<file path="config.mk">
export PLATFORM = sky130hd
export DESIGN_NAME = video_register_interface_core
export DESIGN_NICKNAME = d
export VERILOG_FILES = /design/src/rtl/vrif_pkg.sv /design/src/rtl/vrif_sprite_mem.sv /design/src/rtl/vrif_regs.sv /design/src/rtl/video_register_interface_core.sv
export VERILOG_INCLUDE_DIRS = /design/src /design/src/rtl
export SDC_FILE = /design/constraint.sdc
export NUM_CORES = 2
export LEC_CHECK = 0
export BUFFER_PORTS_ARGS = -buffer_cell sky130_fd_sc_hd__buf_2
export CELL_PAD_IN_SITES_DETAIL_PLACEMENT = 1
export CELL_PAD_IN_SITES_GLOBAL_PLACEMENT = 1
export CORE_MARGIN = 2
export CORE_UTILIZATION = 34
export CTS_BUF_LIST = sky130_fd_sc_hd__clkbuf_4 sky130_fd_sc_hd__clkbuf_8 sky130_fd_sc_hd__clkbuf_16
export CTS_CLUSTER_SIZE = 28
export DETAILED_ROUTE_END_ITERATION = 8
export GPL_ROUTABILITY_DRIVEN = 0
export PLACE_DENSITY = 0.59
export REMOVE_ABC_BUFFERS = 1
export SETUP_SLACK_MARGIN = 0.02
export SLEW_MARGIN = 20
export SYNTH_ARGS = -nofsm -noshare
export SYNTH_HDL_FRONTEND = slang
export SYNTH_SLANG_ARGS = --single-unit
</file>
<file path="constraint.sdc">
create_clock -name clk -period 3.4 [get_ports clk]
set_input_delay 0.51 -clock clk [delete_from_list [all_inputs] [get_ports clk]]
set_output_delay 0.51 -clock clk [all_outputs]
set_load 0.02 [all_outputs]
</file>
<file path="src/rtl/video_register_interface_core_macros.svh">
// Assertion macros shared by the video register interface RTL.
`ifndef VIDEO_REGISTER_INTERFACE_CORE_MACROS_SVH
`define VIDEO_REGISTER_INTERFACE_CORE_MACROS_SVH

`ifndef ASSERT_OFF

// Same-cycle implication, held off during reset
`define VRIF_ASSERT_IMPLY(label, clk, rst_n, ante, cons) \
    label: assert property (@(posedge clk) disable iff (!rst_n) (ante) |-> (cons)) \
        else $error("implication check failed");

// Next-cycle implication, held off during reset
`define VRIF_ASSERT_NEXT(label, clk, rst_n, ante, cons) \
    label: assert property (@(posedge clk) disable iff (!rst_n) (ante) |=> (cons)) \
        else $error("next-cycle check failed");

`else

`define VRIF_ASSERT_IMPLY(label, clk, rst_n, ante, cons)
`define VRIF_ASSERT_NEXT(label, clk, rst_n, ante, cons)

`endif

`endif

</file>
<file path="src/rtl/vrif_pkg.sv">
// Types and constants of the video register interface.
`timescale 1ns / 1ps

package vrif_pkg;

    // Bus access and frame event codes
    typedef enum logic [3:0] {
        MODE_CTRL_WR    = 4'd0,
        MODE_MASK_WR    = 4'd1,
        MODE_STATUS_RD  = 4'd2,
        MODE_SPR_ADDR   = 4'd3,
        MODE_SPR_WR     = 4'd4,
        MODE_SPR_RD     = 4'd5,
        MODE_SCROLL_WR  = 4'd6,
        MODE_ADDR_WR    = 4'd7,
        MODE_DATA_WR    = 4'd8,
        MODE_DATA_RD    = 4'd9,
        MODE_VBL_START  = 4'd10,
        MODE_VBL_MISS   = 4'd11,
        MODE_PRE_CLEAR  = 4'd12
    } mode_t;

    // Sequencer states
    typedef enum logic {
        ST_IDLE   = 1'b0,
        ST_LOOKUP = 1'b1
    } fsm_t;

    localparam int unsigned VADDR_W = 15;

    // Sprite memory size; the 8-bit sprite address covers it exactly
    localparam int unsigned SPRITE_MEM_BYTES = 256;

    localparam logic [7:0]         ATTR_MASK    = 8'he3;
    localparam logic [7:0]         PAL_MASK     = 8'h30;
    localparam logic [7:0]         STATUS_PRE   = 8'h1f;
    localparam logic [VADDR_W-1:0] PAL_BASE     = 15'h3f00;
    localparam logic [VADDR_W-1:0] PAL_END      = 15'h4000;
    localparam logic [VADDR_W-1:0] INC_ACROSS   = 15'd32;
    localparam logic [VADDR_W-1:0] INC_DOWN     = 15'd1;
    localparam logic [1:0]         ATTR_BYTE    = 2'd2;

    // One input transfer
    typedef struct packed {
        mode_t      mode;
        logic [7:0] value;
        logic [7:0] mem_byte;
        logic [7:0] mem_byte_below;
        logic       ignore_writes;
    } item_t;

    // One result; sprite reads are finished after the memory returns data
    typedef struct packed {
        logic [7:0]         read_data;
        logic               mem_write;
        logic [VADDR_W-1:0] mem_address;
        logic [7:0]         mem_write_data;
        logic               nmi_rise;
        logic               spr_read;
        logic               spr_attr;
    } result_t;

    // Sprite memory port request
    typedef struct packed {
        logic       wr_en;
        logic       rd_en;
        logic [7:0] addr;
        logic [7:0] wdata;
    } spr_req_t;

endpackage

</file>
<file path="src/rtl/vrif_sprite_mem.sv">
// Sprite attribute memory: synchronous RAM with per-entry valid bits.
`timescale 1ns / 1ps

`include "video_register_interface_core_macros.svh"

module vrif_sprite_mem #(
    parameter int unsigned DEPTH = 256
) (
    input  logic              clk,
    input  logic              rst_n,
    input  vrif_pkg::spr_req_t req,
    output logic [7:0]        rd_data
);

    localparam int unsigned AW = $clog2(DEPTH);

    logic [7:0]       mem [DEPTH];
    logic [DEPTH-1:0] valid_reg;
    logic [7:0]       rd_raw_reg;
    logic             rd_valid_reg;
    logic [AW-1:0]    idx;

    assign idx = req.addr[AW-1:0];

    // RAM write and registered read
    always_ff @(posedge clk)
    begin
        if (req.wr_en)
        begin
            mem[idx] <= req.wdata;
        end
        if (req.rd_en)
        begin
            rd_raw_reg <= mem[idx];
        end
    end

    // Valid bits: unwritten entries read as zero after reset
    always_ff @(posedge clk or negedge rst_n)
    begin
        if (!rst_n)
        begin
            valid_reg    <= '0;
            rd_valid_reg <= 1'b0;
        end
        else
        begin
            if (req.wr_en)
            begin
                valid_reg[idx] <= 1'b1;
            end
            if (req.rd_en)
            begin
                rd_valid_reg <= valid_reg[idx];
            end
        end
    end

    assign rd_data = rd_valid_reg ? rd_raw_reg : 8'h00;

    `VRIF_ASSERT_NEXT(a_wr_marks_valid, clk, rst_n, req.wr_en, valid_reg[$past(idx)])

endmodule

</file>
<file path="src/rtl/vrif_regs.sv">
// Register file: control, status, scroll addresses and result formation.
`timescale 1ns / 1ps

`include "video_register_interface_core_macros.svh"

module vrif_regs (
    input  logic               clk,
    input  logic               rst_n,
    input  logic               accept,
    input  vrif_pkg::item_t    item,
    output vrif_pkg::spr_req_t spr_req,
    output vrif_pkg::result_t  result
);

    logic [7:0]                    control_reg, control_next;
    logic [7:0]                    mask_reg, mask_next;
    logic [7:0]                    status_reg, status_next;
    logic                          toggle_reg, toggle_next;
    logic [vrif_pkg::VADDR_W-1:0]  current_reg, current_next;
    logic [vrif_pkg::VADDR_W-1:0]  temp_reg, temp_next;
    logic [2:0]                    fine_x_reg, fine_x_next;
    logic [7:0]                    rbuf_reg, rbuf_next;
    logic [7:0]                    spr_addr_reg, spr_addr_next;
    logic                          vbl_miss_reg, vbl_miss_next;
    logic                          nmi_level_reg, nmi_level_next;
    logic [vrif_pkg::VADDR_W-1:0]  current_inc;
    logic                          in_palette;
    logic [7:0]                    rd;

    assign current_inc = current_reg +
        (control_reg[2] ? vrif_pkg::INC_ACROSS : vrif_pkg::INC_DOWN);
    assign in_palette = (current_reg >= vrif_pkg::PAL_BASE) &&
                        (current_reg < vrif_pkg::PAL_END);

    // Next state of every register for the item at hand
    always_comb
    begin
        control_next  = control_reg;
        mask_next     = mask_reg;
        status_next   = status_reg;
        toggle_next   = toggle_reg;
        current_next  = current_reg;
        temp_next     = temp_reg;
        fine_x_next   = fine_x_reg;
        rbuf_next     = rbuf_reg;
        spr_addr_next = spr_addr_reg;
        vbl_miss_next = vbl_miss_reg;
        rd            = 8'h00;
        unique case (item.mode)
            vrif_pkg::MODE_CTRL_WR:
            begin
                if (!item.ignore_writes)
                begin
                    control_next      = item.value;
                    temp_next[11:10]  = item.value[1:0];
                end
            end
            vrif_pkg::MODE_MASK_WR:
            begin
                if (!item.ignore_writes)
                begin
                    mask_next = item.value;
                end
            end
            vrif_pkg::MODE_STATUS_RD:
            begin
                toggle_next    = 1'b0;
                rd             = status_reg;
                status_next[7] = 1'b0;
                if (vbl_miss_reg)
                begin
                    rd[7] = 1'b0;
                end
            end
            vrif_pkg::MODE_SPR_ADDR:
            begin
                spr_addr_next = item.value;
            end
            vrif_pkg::MODE_SPR_WR:
            begin
                spr_addr_next = spr_addr_reg + 8'd1;
            end
            vrif_pkg::MODE_SPR_RD:
            begin
                rd = 8'h00;
            end
            vrif_pkg::MODE_SCROLL_WR:
            begin
                if (!item.ignore_writes)
                begin
                    if (!toggle_reg)
                    begin
                        fine_x_next    = item.value[2:0];
                        temp_next[4:0] = item.value[7:3];
                    end
                    else
                    begin
                        temp_next[14:12] = item.value[2:0];
                        temp_next[9:5]   = item.value[7:3];
                    end
                    toggle_next = ~toggle_reg;
                end
            end
            vrif_pkg::MODE_ADDR_WR:
            begin
                if (!item.ignore_writes)
                begin
                    if (!toggle_reg)
                    begin
                        temp_next = {1'b0, item.value[5:0], temp_reg[7:0]};
                    end
                    else
                    begin
                        temp_next    = {temp_reg[14:8], item.value};
                        current_next = {temp_reg[14:8], item.value};
                    end
                    toggle_next = ~toggle_reg;
                end
            end
            vrif_pkg::MODE_DATA_WR:
            begin
                current_next = current_inc;
            end
            vrif_pkg::MODE_DATA_RD:
            begin
                if (in_palette)
                begin
                    rbuf_next = item.mem_byte_below;
                    rd        = mask_reg[0] ? (item.mem_byte & vrif_pkg::PAL_MASK)
                                            : item.mem_byte;
                end
                else
                begin
                    rbuf_next = item.mem_byte;
                    rd        = rbuf_reg;
                end
                current_next = current_inc;
            end
            vrif_pkg::MODE_VBL_START:
            begin
                vbl_miss_next  = 1'b1;
                status_next[7] = 1'b1;
            end
            vrif_pkg::MODE_VBL_MISS:
            begin
                vbl_miss_next = 1'b0;
            end
            vrif_pkg::MODE_PRE_CLEAR:
            begin
                status_next = status_reg & vrif_pkg::STATUS_PRE;
            end
            default:
            begin
                rd = 8'h00;
            end
        endcase
        nmi_level_next = control_next[7] & status_next[7];
    end

    // Result fields; sprite reads get their byte from the memory in the next cycle
    always_comb
    begin
        result.read_data      = rd;
        result.mem_write      = (item.mode == vrif_pkg::MODE_DATA_WR);
        result.mem_address    = result.mem_write ? current_reg : current_next;
        result.mem_write_data = result.mem_write ? item.value : 8'h00;
        result.nmi_rise       = nmi_level_next & ~nmi_level_reg;
        result.spr_read       = (item.mode == vrif_pkg::MODE_SPR_RD);
        result.spr_attr       = (spr_addr_reg[1:0] == vrif_pkg::ATTR_BYTE);
    end

    // Sprite memory request
    always_comb
    begin
        spr_req.wr_en = accept && (item.mode == vrif_pkg::MODE_SPR_WR);
        spr_req.rd_en = accept && (item.mode == vrif_pkg::MODE_SPR_RD);
        spr_req.addr  = spr_addr_reg;
        spr_req.wdata = item.value;
    end

    // State update on each accepted transfer
    always_ff @(posedge clk or negedge rst_n)
    begin
        if (!rst_n)
        begin
            control_reg   <= '0;
            mask_reg      <= '0;
            status_reg    <= '0;
            toggle_reg    <= 1'b0;
            current_reg   <= '0;
            temp_reg      <= '0;
            fine_x_reg    <= '0;
            rbuf_reg      <= '0;
            spr_addr_reg  <= '0;
            vbl_miss_reg  <= 1'b0;
            nmi_level_reg <= 1'b0;
        end
        else if (accept)
        begin
            control_reg   <= control_next;
            mask_reg      <= mask_next;
            status_reg    <= status_next;
            toggle_reg    <= toggle_next;
            current_reg   <= current_next;
            temp_reg      <= temp_next;
            fine_x_reg    <= fine_x_next;
            rbuf_reg      <= rbuf_next;
            spr_addr_reg  <= spr_addr_next;
            vbl_miss_reg  <= vbl_miss_next;
            nmi_level_reg <= nmi_level_next;
        end
    end

    `VRIF_ASSERT_NEXT(a_addr_holds_idle, clk, rst_n, !accept, $stable(current_reg))
    `VRIF_ASSERT_IMPLY(a_nmi_needs_both, clk, rst_n, accept && result.nmi_rise, control_next[7] && status_next[7] && !nmi_level_reg)

endmodule

</file>
<file path="src/rtl/video_register_interface_core.sv">
// Top level of the video register interface: sequencer and output register.
`timescale 1ns / 1ps

// Each transfer on the slave side is one CPU register access or one frame
// timing event and produces exactly one result transfer on the master side.
// An item passes through IDLE and LOOKUP: the accept cycle in IDLE updates
// all registers and issues the sprite memory read; LOOKUP merges the
// registered memory byte into the result and loads the output register,
// waiting while the output register holds an unaccepted result. No new
// item is taken until LOOKUP has loaded the output register. A finished
// result may wait there while the next item is accepted. The sprite memory
// reads as zero after reset through per-entry valid bits; no clearing pass.
`include "video_register_interface_core_macros.svh"

module video_register_interface_core (
    input  logic        clk,
    input  logic        rst_n,
    // tdata: value[7:0], mem_byte[15:8], mem_byte_below[23:16],
    //        ignore_writes[24], zero[31:25]
    input  logic [31:0] s_tdata,
    // tuser: mode[3:0]
    input  logic [3:0]  s_tuser,
    input  logic        s_tvalid,
    output logic        s_tready,
    // tdata: read_data[7:0], mem_write[8], mem_address[23:9],
    //        mem_write_data[31:24], nmi_rise[32], zero[39:33]
    output logic [39:0] m_tdata,
    output logic        m_tvalid,
    input  logic        m_tready
);

    vrif_pkg::fsm_t     state_reg, state_next;
    vrif_pkg::item_t    item;
    vrif_pkg::spr_req_t spr_req;
    vrif_pkg::result_t  result;
    vrif_pkg::result_t  pend_reg;
    logic [7:0]         spr_rd_data;
    logic [7:0]         spr_byte;
    logic               accept;
    logic               out_load;
    logic               m_tvalid_reg;
    logic [39:0]        m_tdata_reg;

    // Unpack the incoming transfer
    always_comb
    begin
        item.mode           = vrif_pkg::mode_t'(s_tuser);
        item.value          = s_tdata[7:0];
        item.mem_byte       = s_tdata[15:8];
        item.mem_byte_below = s_tdata[23:16];
        item.ignore_writes  = s_tdata[24];
    end

    assign accept = s_tvalid && s_tready;

    vrif_regs u_regs (
        .clk     (clk),
        .rst_n   (rst_n),
        .accept  (accept),
        .item    (item),
        .spr_req (spr_req),
        .result  (result)
    );

    vrif_sprite_mem #(
        .DEPTH (vrif_pkg::SPRITE_MEM_BYTES)
    ) u_sprite_mem (
        .clk     (clk),
        .rst_n   (rst_n),
        .req     (spr_req),
        .rd_data (spr_rd_data)
    );

    // Next state
    always_comb
    begin
        state_next = state_reg;
        unique case (state_reg)
            vrif_pkg::ST_IDLE:
            begin
                if (accept)
                begin
                    state_next = vrif_pkg::ST_LOOKUP;
                end
            end
            vrif_pkg::ST_LOOKUP:
            begin
                if (!m_tvalid_reg || m_tready)
                begin
                    state_next = vrif_pkg::ST_IDLE;
                end
            end
            default:
            begin
                state_next = vrif_pkg::ST_IDLE;
            end
        endcase
    end

    // State outputs
    always_comb
    begin
        s_tready = 1'b0;
        out_load = 1'b0;
        unique case (state_reg)
            vrif_pkg::ST_IDLE:
            begin
                s_tready = 1'b1;
            end
            vrif_pkg::ST_LOOKUP:
            begin
                out_load = !m_tvalid_reg || m_tready;
            end
            default:
            begin
                s_tready = 1'b0;
            end
        endcase
    end

    // Sprite byte with attribute masking
    assign spr_byte = spr_rd_data & (pend_reg.spr_attr ? vrif_pkg::ATTR_MASK : 8'hff);

    // Pending result captured at accept
    always_ff @(posedge clk)
    begin
        if (accept)
        begin
            pend_reg <= result;
        end
        if (out_load)
        begin
            m_tdata_reg <= {7'd0, pend_reg.nmi_rise, pend_reg.mem_write_data,
                            pend_reg.mem_address, pend_reg.mem_write,
                            pend_reg.spr_read ? spr_byte : pend_reg.read_data};
        end
    end

    // Control registers
    always_ff @(posedge clk or negedge rst_n)
    begin
        if (!rst_n)
        begin
            state_reg    <= vrif_pkg::ST_IDLE;
            m_tvalid_reg <= 1'b0;
        end
        else
        begin
            state_reg <= state_next;
            if (out_load)
            begin
                m_tvalid_reg <= 1'b1;
            end
            else if (m_tready)
            begin
                m_tvalid_reg <= 1'b0;
            end
        end
    end

    assign m_tvalid = m_tvalid_reg;
    assign m_tdata  = m_tdata_reg;

    `VRIF_ASSERT_NEXT(a_accept_to_lookup, clk, rst_n, accept, state_reg == vrif_pkg::ST_LOOKUP)
    `VRIF_ASSERT_NEXT(a_load_gives_valid, clk, rst_n, out_load, m_tvalid_reg)

endmodule

</file>
Word level (Yosys, flattened, before mapping)
Memory sizes are Yosys's and may differ from the RTL's. A register that Yosys moved wholly into a read port is not among the register bits.
Cells that the tools add are included.
- flip-flop bits (word level): 378
- memory bits (writable): 2048
- input bits: 40
- output and inout bits: 42
- word-level logic and storage cells: 127
- memories kept: 1
- add/sub/neg operators: 2
- $lt $le $gt $ge: 4
- equal/unequal tests: 19
- mux-type cells: 44
- bitwise operators: 8
- reductions and logical operators: 25
- memories (memory ; depth ; bits a word ; rd ports ; clocked after Yosys merged registers in ; wr ports ; line ; source):
    u_sprite_mem.mem ; 256 ; 8 ; 1 ; 1 ; 1 ; vrif_sprite_mem.sv:17 ; logic [7:0] mem [DEPTH];
- operators with widths (operator ; count):
    $or A256 B256 Y256 ; 1
    $mux W15 ; 5
    $mux W8 ; 7
    $pmux W8 S2 ; 2
    $pmux W15 S2 ; 1
    $eq A4 B4 Y1 const B ; 5
    $pmux W10 S2 ; 1
    $eq A4 B3 Y1 const B ; 4
    $add A15 B15 Y15 ; 1
    $ge A15 B14 Y1 const B ; 1
    $lt A15 B15 Y1 const B ; 1
    $mux W5 ; 3
    $mux W1 ; 12
    $reduce_bool A2 Y1 ; 6
    $mux W10 ; 1
    $ne A2 B2 Y1 const B ; 5
    $lt A8 B9 Y1 const B ; 1
    $reduce_and A3 Y1 ; 3
    $add A8 B1 Y8 const B ; 1
    $and A8 B8 Y8 ; 1
    $bmux W1 S8 ; 1
    $demux W1 S8 ; 1
    $eq A4 B2 Y1 const B ; 2
    $ge A8 B1 Y1 const B ; 1
    19 further kinds ; 35

Depth between registers and ports, before layout
- depth in word-level cells: 5
- mapped depth: 11
- gate-level depth less buffers: 9

Modules after synthesis
Synthesis repeated with hierarchy kept, for this count alone.
- cells, all modules: 4582
- area, all modules: 95384.0 um^2
- modules (own cells, without submodules) (module ; instances ; cells each ; area each (um^2) ; sequential area each (um^2)):
    vrif_sprite_mem ; 1 ; 4087 ; 89627.2 ; 68170.4
    vrif_regs ; 1 ; 398 ; 3437.0 ; 1126.1
    video_register_interface_core ; 1 ; 97 ; 2319.7 ; 2092.0

Worst setup path before layout
No wires, ideal clock.
- path type: flip-flop to flip-flop
- from: register u_regs.spr_addr_reg[1]
- to: register u_sprite_mem.valid_reg[109]
- setup time: 0.127 ns
- arrival: 2.963 ns
- data required time: 3.273 ns
- path slack: 0.309 ns
- stages on the path, launching flop included: 12
- path buffers: 6
- period minus slack after synthesis: 3.091 ns
- cells stage by stage: dfrtp_1 > buf_2 > buf_2 > buf_4 > clkbuf_1 > buf_1 > inv_1 > ha_1 > nand2_1 > clkbuf_1 > nor2_1 > or2_2
- longest elaborated chain between the ends: 5
- elaborated cells on any way between the ends: 6
- classes of those cells: order compare: 2; mux: 2; bitwise: 1; reduce/logical: 1
- RTL lines (element ; line ; source):
    start: declaration ; vrif_regs.sv:23 ; logic [7:0] spr_addr_reg, spr_addr_next;
    start signal: assignment ; vrif_regs.sv:208 ; spr_addr_reg <= spr_addr_next;
    $lt A8 B9 Y1 (implied by the code) or $ge A8 B1 Y1 (tied branches) ; vrif_sprite_mem.sv:50 ; valid_reg[idx] <= 1'b1;
    $logic_and A1 B1 Y1 (implied by the code) ; vrif_sprite_mem.sv:50 ;
    $mux W1 (implied by the code) ; vrif_sprite_mem.sv:50 ;
    $demux W1 S8 * ; - ;
    $or A256 B256 Y256 (no source line) * ; - ;
    end signal: assignment ; vrif_sprite_mem.sv:43 ; valid_reg <= '0;
    end signal: indexed assignment ; vrif_sprite_mem.sv:50 ;
    end: declaration ; vrif_sprite_mem.sv:18 ; logic [DEPTH-1:0] valid_reg;
Every way passes the cells marked *; elsewhere a longest branch is shown, timed or not.
A chain may end at the register's enable or synchronous reset.

==> metrics.md <==
| Metric | Value |
|---|---|
| Worst hold slack | 69.6 ps |
| H-tree Lvls | 5 |
| Buffers from clock root to sink, at most | 4 |
| CP startpoint kind | flip-flop |
| WL/cell | 30.1 um |
| WL final | 286,000 um |
| Endpoint class of the critical path | flip-flop |
| R2R Path Start | u_regs.spr_addr_reg[0]$_DFFE_PN0P_ |
| Root Buffer Master | clkbuf_16 |
| HP Start | s_tdata[23] |
| Failing checks | setup timing |
| Ratio of cells with drive above 1 in the final layout | 39.8% |
| Commonest non-fill, non-tap cell in the layout | edfxtp_1 |
| GRT Total Usage | 20.0% |
| Fin util | 41.8% |
| Number of cell rows | 193 |
| Final hold violations | 0 |
| DRC Markers | 0 |
| Normalized max-slew margin | 29.1% |
| Max rail drop VDD | 0.345 mV |
| Post-route minimum period | 3430 ps |
| Die area | 283,000 um2 |
| Synth Area per Inst | 20.3 um2 |
| R2R Path End | u_sprite_mem.rd_raw_reg[2]$_DFFE_PP_ |
| Cells after Synth | 4,672 |
| Largest area contributor in the synthesized netlist | edfxtp_1 |
| Post-Syn Area | 94,900 um2 |
| Syn. warnings | 0 |
| Fmax achieved | 291 MHz |
| Die width | 532 um |
| Multi-input gate area | 22,400 um2 |
| Largest net degree at the start of global routing | 118 |
| Dominant synthesized flop cell | edfxtp_1 |
| Worst-path fanout max | 11 |
| Initial antenna violation count | 9 |
| Drt first pass iters | 5 |
| Clk_lat worst skew | 860 ps |
| Flops & latches, synth | 2,428 |
| # setup viols final | 2 |
| Worst setup margin | -33.9 ps |
| Vias | 50,800 |
| Register-to-register setup slack | -30 ps |
| Critical setup path kind | reg2reg |
| Detailed Place HPWL | 186,000 um |
| Largest delay share family, worst path | multiplexers |
| Status | finished, violations left |
| Max reg flops | 2,048 |
| FF+latch area | 71,400 um2 |
| Slowest stage delay, CP | 600 ps |
| CP cell instances | buf_12 -> buf_12 -> buf_16 -> mux4_2 -> mux4_2 -> nand2_1 -> a31oi_2 -> buf_4 -> or4_1 |
| WHS Endpoint | u_regs.rbuf_reg[7]$_DFFE_PN0P_ |
| CP bufs+invs | 4 |
| Critical Path RT | 3980 ps |
| Final Cell Area | 116,000 um2 |
| Num CTS Buffers | 268 |
| Layout fillers | 26,400 |
| CP arrival | 4020 ps |
| Synth top area cells | edfxtp_1 67%, mux4_2 15%, dfrtp_1 8.0% |
| Die Y | 532 um |
| CTS tree | done |
| Hold depth | 3 |
| Max-slew violations | 0 |
| Port buffer count | 67 |
| Type of the tightest min-delay check | in2reg |
| RSZ-0062 raised after global routing | yes |
| Number of synthesized flops with an enable pin | 2,124 |
| Final ANT Viol Nets | 0 |
| Commonest cells after routing, fill and taps aside | 2,124 x edfxtp_1, 713 x buf_4, 631 x mux4_2, 324 x nor2_1, 299 x dfrtp_1 |
| FFs w/ async S/R, synth | 12.5% |
| Ports | 82 |
| Worst-Margin Slew | 1060 ps |
| Syn-to-layout area delta | 21.9% |
| Nets | 5,637 |
| Cell count of the worst reg-to-reg path | 9 |
| CP Depth | 9 |
| Placed inst area | 106,000 um2 |
| First-pass GRT wire length | 409,000 um |
| Max-Cap Viols | 0 |
| Clock transition at path regs | 60 ps |
| Top cell type's share of synthesized area | 67.2% |
| Sink Count | 2,428 |
| Core area | 277,000 um2 |
| P per Cell Area | 703 nW/um2 |
| Clk_skew | 70.7 ps |
| Leakage | 40.5 nW |
| Register area share after synthesis | 75.2% |
| Fin crit share | 101% |
| Gr ovfl total | 0 |
| Post-synth cell types | 69 |
| Number of global-route vias before repair | 53,600 |
| Worst path slowest cell | mux4_2 |
| Initial drt markers | 5,346 |
| Setup TNS | -60.7 ps |
| Via/cell ratio | 5.34 |
| Initial Util | 34.3% |
-- worst register-to-register path: stages, from the launching register on --
cell	delay, ps
dfrtp_4	440
buf_12	150
buf_12	190
buf_16	220
mux4_2	550
mux4_2	600
nand2_1	140
a31oi_2	170
buf_4	190
or4_1	530
-- report_power, final --
| group | leakage (nW) | internal, mW | switching, mW | total, mW |
|---|---|---|---|---|
| clock network | 4.52 | 17.7 | 11.9 | 29.6 |
| registers | 23.3 | 32.9 | 0.423 | 33.3 |
| logic | 12.7 | 8.15 | 10.3 | 18.4 |
| total | 40.5 | 58.7 | 22.6 | 81.3 |
-- through the flow --
step                setup slack, ps  power (mW)  std cells
global route                  -30.3        83.7       9509
CTS                            5.97        81.7       9489
floorplan                    -20440        41.2       4415
global placement               -441        51.4       8966
finish                        -33.9        81.3       9511
detailed placement             -415        51.5       8966
-- metal layers --
metal / routed length, um / up-vias / GRT usage, %
li1: - / 20900 / -
met2: 134000 / 1829 / 31.5
met3: 20600 / 481 / 3.92
met1: 121000 / 27600 / 27.9
met4: 10500 / 0 / 6.52
met5: 0 / - / 0
-- cells in the mapped netlist (all sizes together), types with 11 or more instances --
library cell and count:
a21oi 73, a221oi 13, a22o 14, a22oi 58
and3 14, buf 150, clkbuf 113, dfrtp 304
edfxtp 2124, inv 20, mux2i 113, mux4 631
nand2 104, nand2b 17, nand3 34, nor2 326
nor2b 16, nor3 23, nor4 11, o21ai 56
o22ai 50, o32ai 12, or2 259
-- final cells by class --
type,instances,share of cell area [%]
timing repair buffer,905,7.05
tap,3705,4.01
antenna,2,0.00433
inverter,22,0.0714
clock inverter,103,0.953
multi-input combinational,1965,19.4
sequential,2428,61.7
clock buffer,381,6.81
-- kinds of logic after synthesis --
| kind of cell | share of synthesized area [%] |
|---|---|
| flip-flops | 75.2 |
| AND/OR/NAND/NOR | 4.53 |
| multiplexers | 16.3 |
| AO/OA/AOI/OAI | 2.37 |
| buffers and inverters | 1.48 |
| adder cells (fa/ha/maj) | 0.0923 |
| XOR/XNOR | 0.0185 |
| other | 0.00395 |
-- worst max-delay path by stage --
stage / start / to / slack (ps)
2_1_floorplan: u_regs.spr_addr_reg[0]$_DFFE_PN0P_ / u_sprite_mem.valid_reg[102]$_DFFE_PN0P_ / -20440
5_1_grt: u_regs.spr_addr_reg[0]$_DFFE_PN0P_ / u_sprite_mem.rd_raw_reg[3]$_DFFE_PP_ / -30
3_3_place_gp: u_regs.spr_addr_reg[0]$_DFFE_PN0P_ / u_sprite_mem.rd_raw_reg[0]$_DFFE_PP_ / -440
4_1_cts: u_regs.spr_addr_reg[0]$_DFFE_PN0P_ / u_sprite_mem.rd_raw_reg[0]$_DFFE_PP_ / 6
3_5_place_dp: u_regs.spr_addr_reg[0]$_DFFE_PN0P_ / u_sprite_mem.rd_raw_reg[0]$_DFFE_PP_ / -420
6_report: u_regs.spr_addr_reg[0]$_DFFE_PN0P_ / u_sprite_mem.rd_raw_reg[2]$_DFFE_PP_ / -30
-- repair_timing --
item / in CTS / in global routing
hold buffers: 16 / 0
gates resized for setup: 34 / 33
pin swaps: 4 / 8
endpoints found under the hold margin: 57 / 0
setup endpoints to repair: 8 / 126
gates cloned: 5 / 1
buffers inserted: 18 / 18
Power figures use the tool's default switching activity.
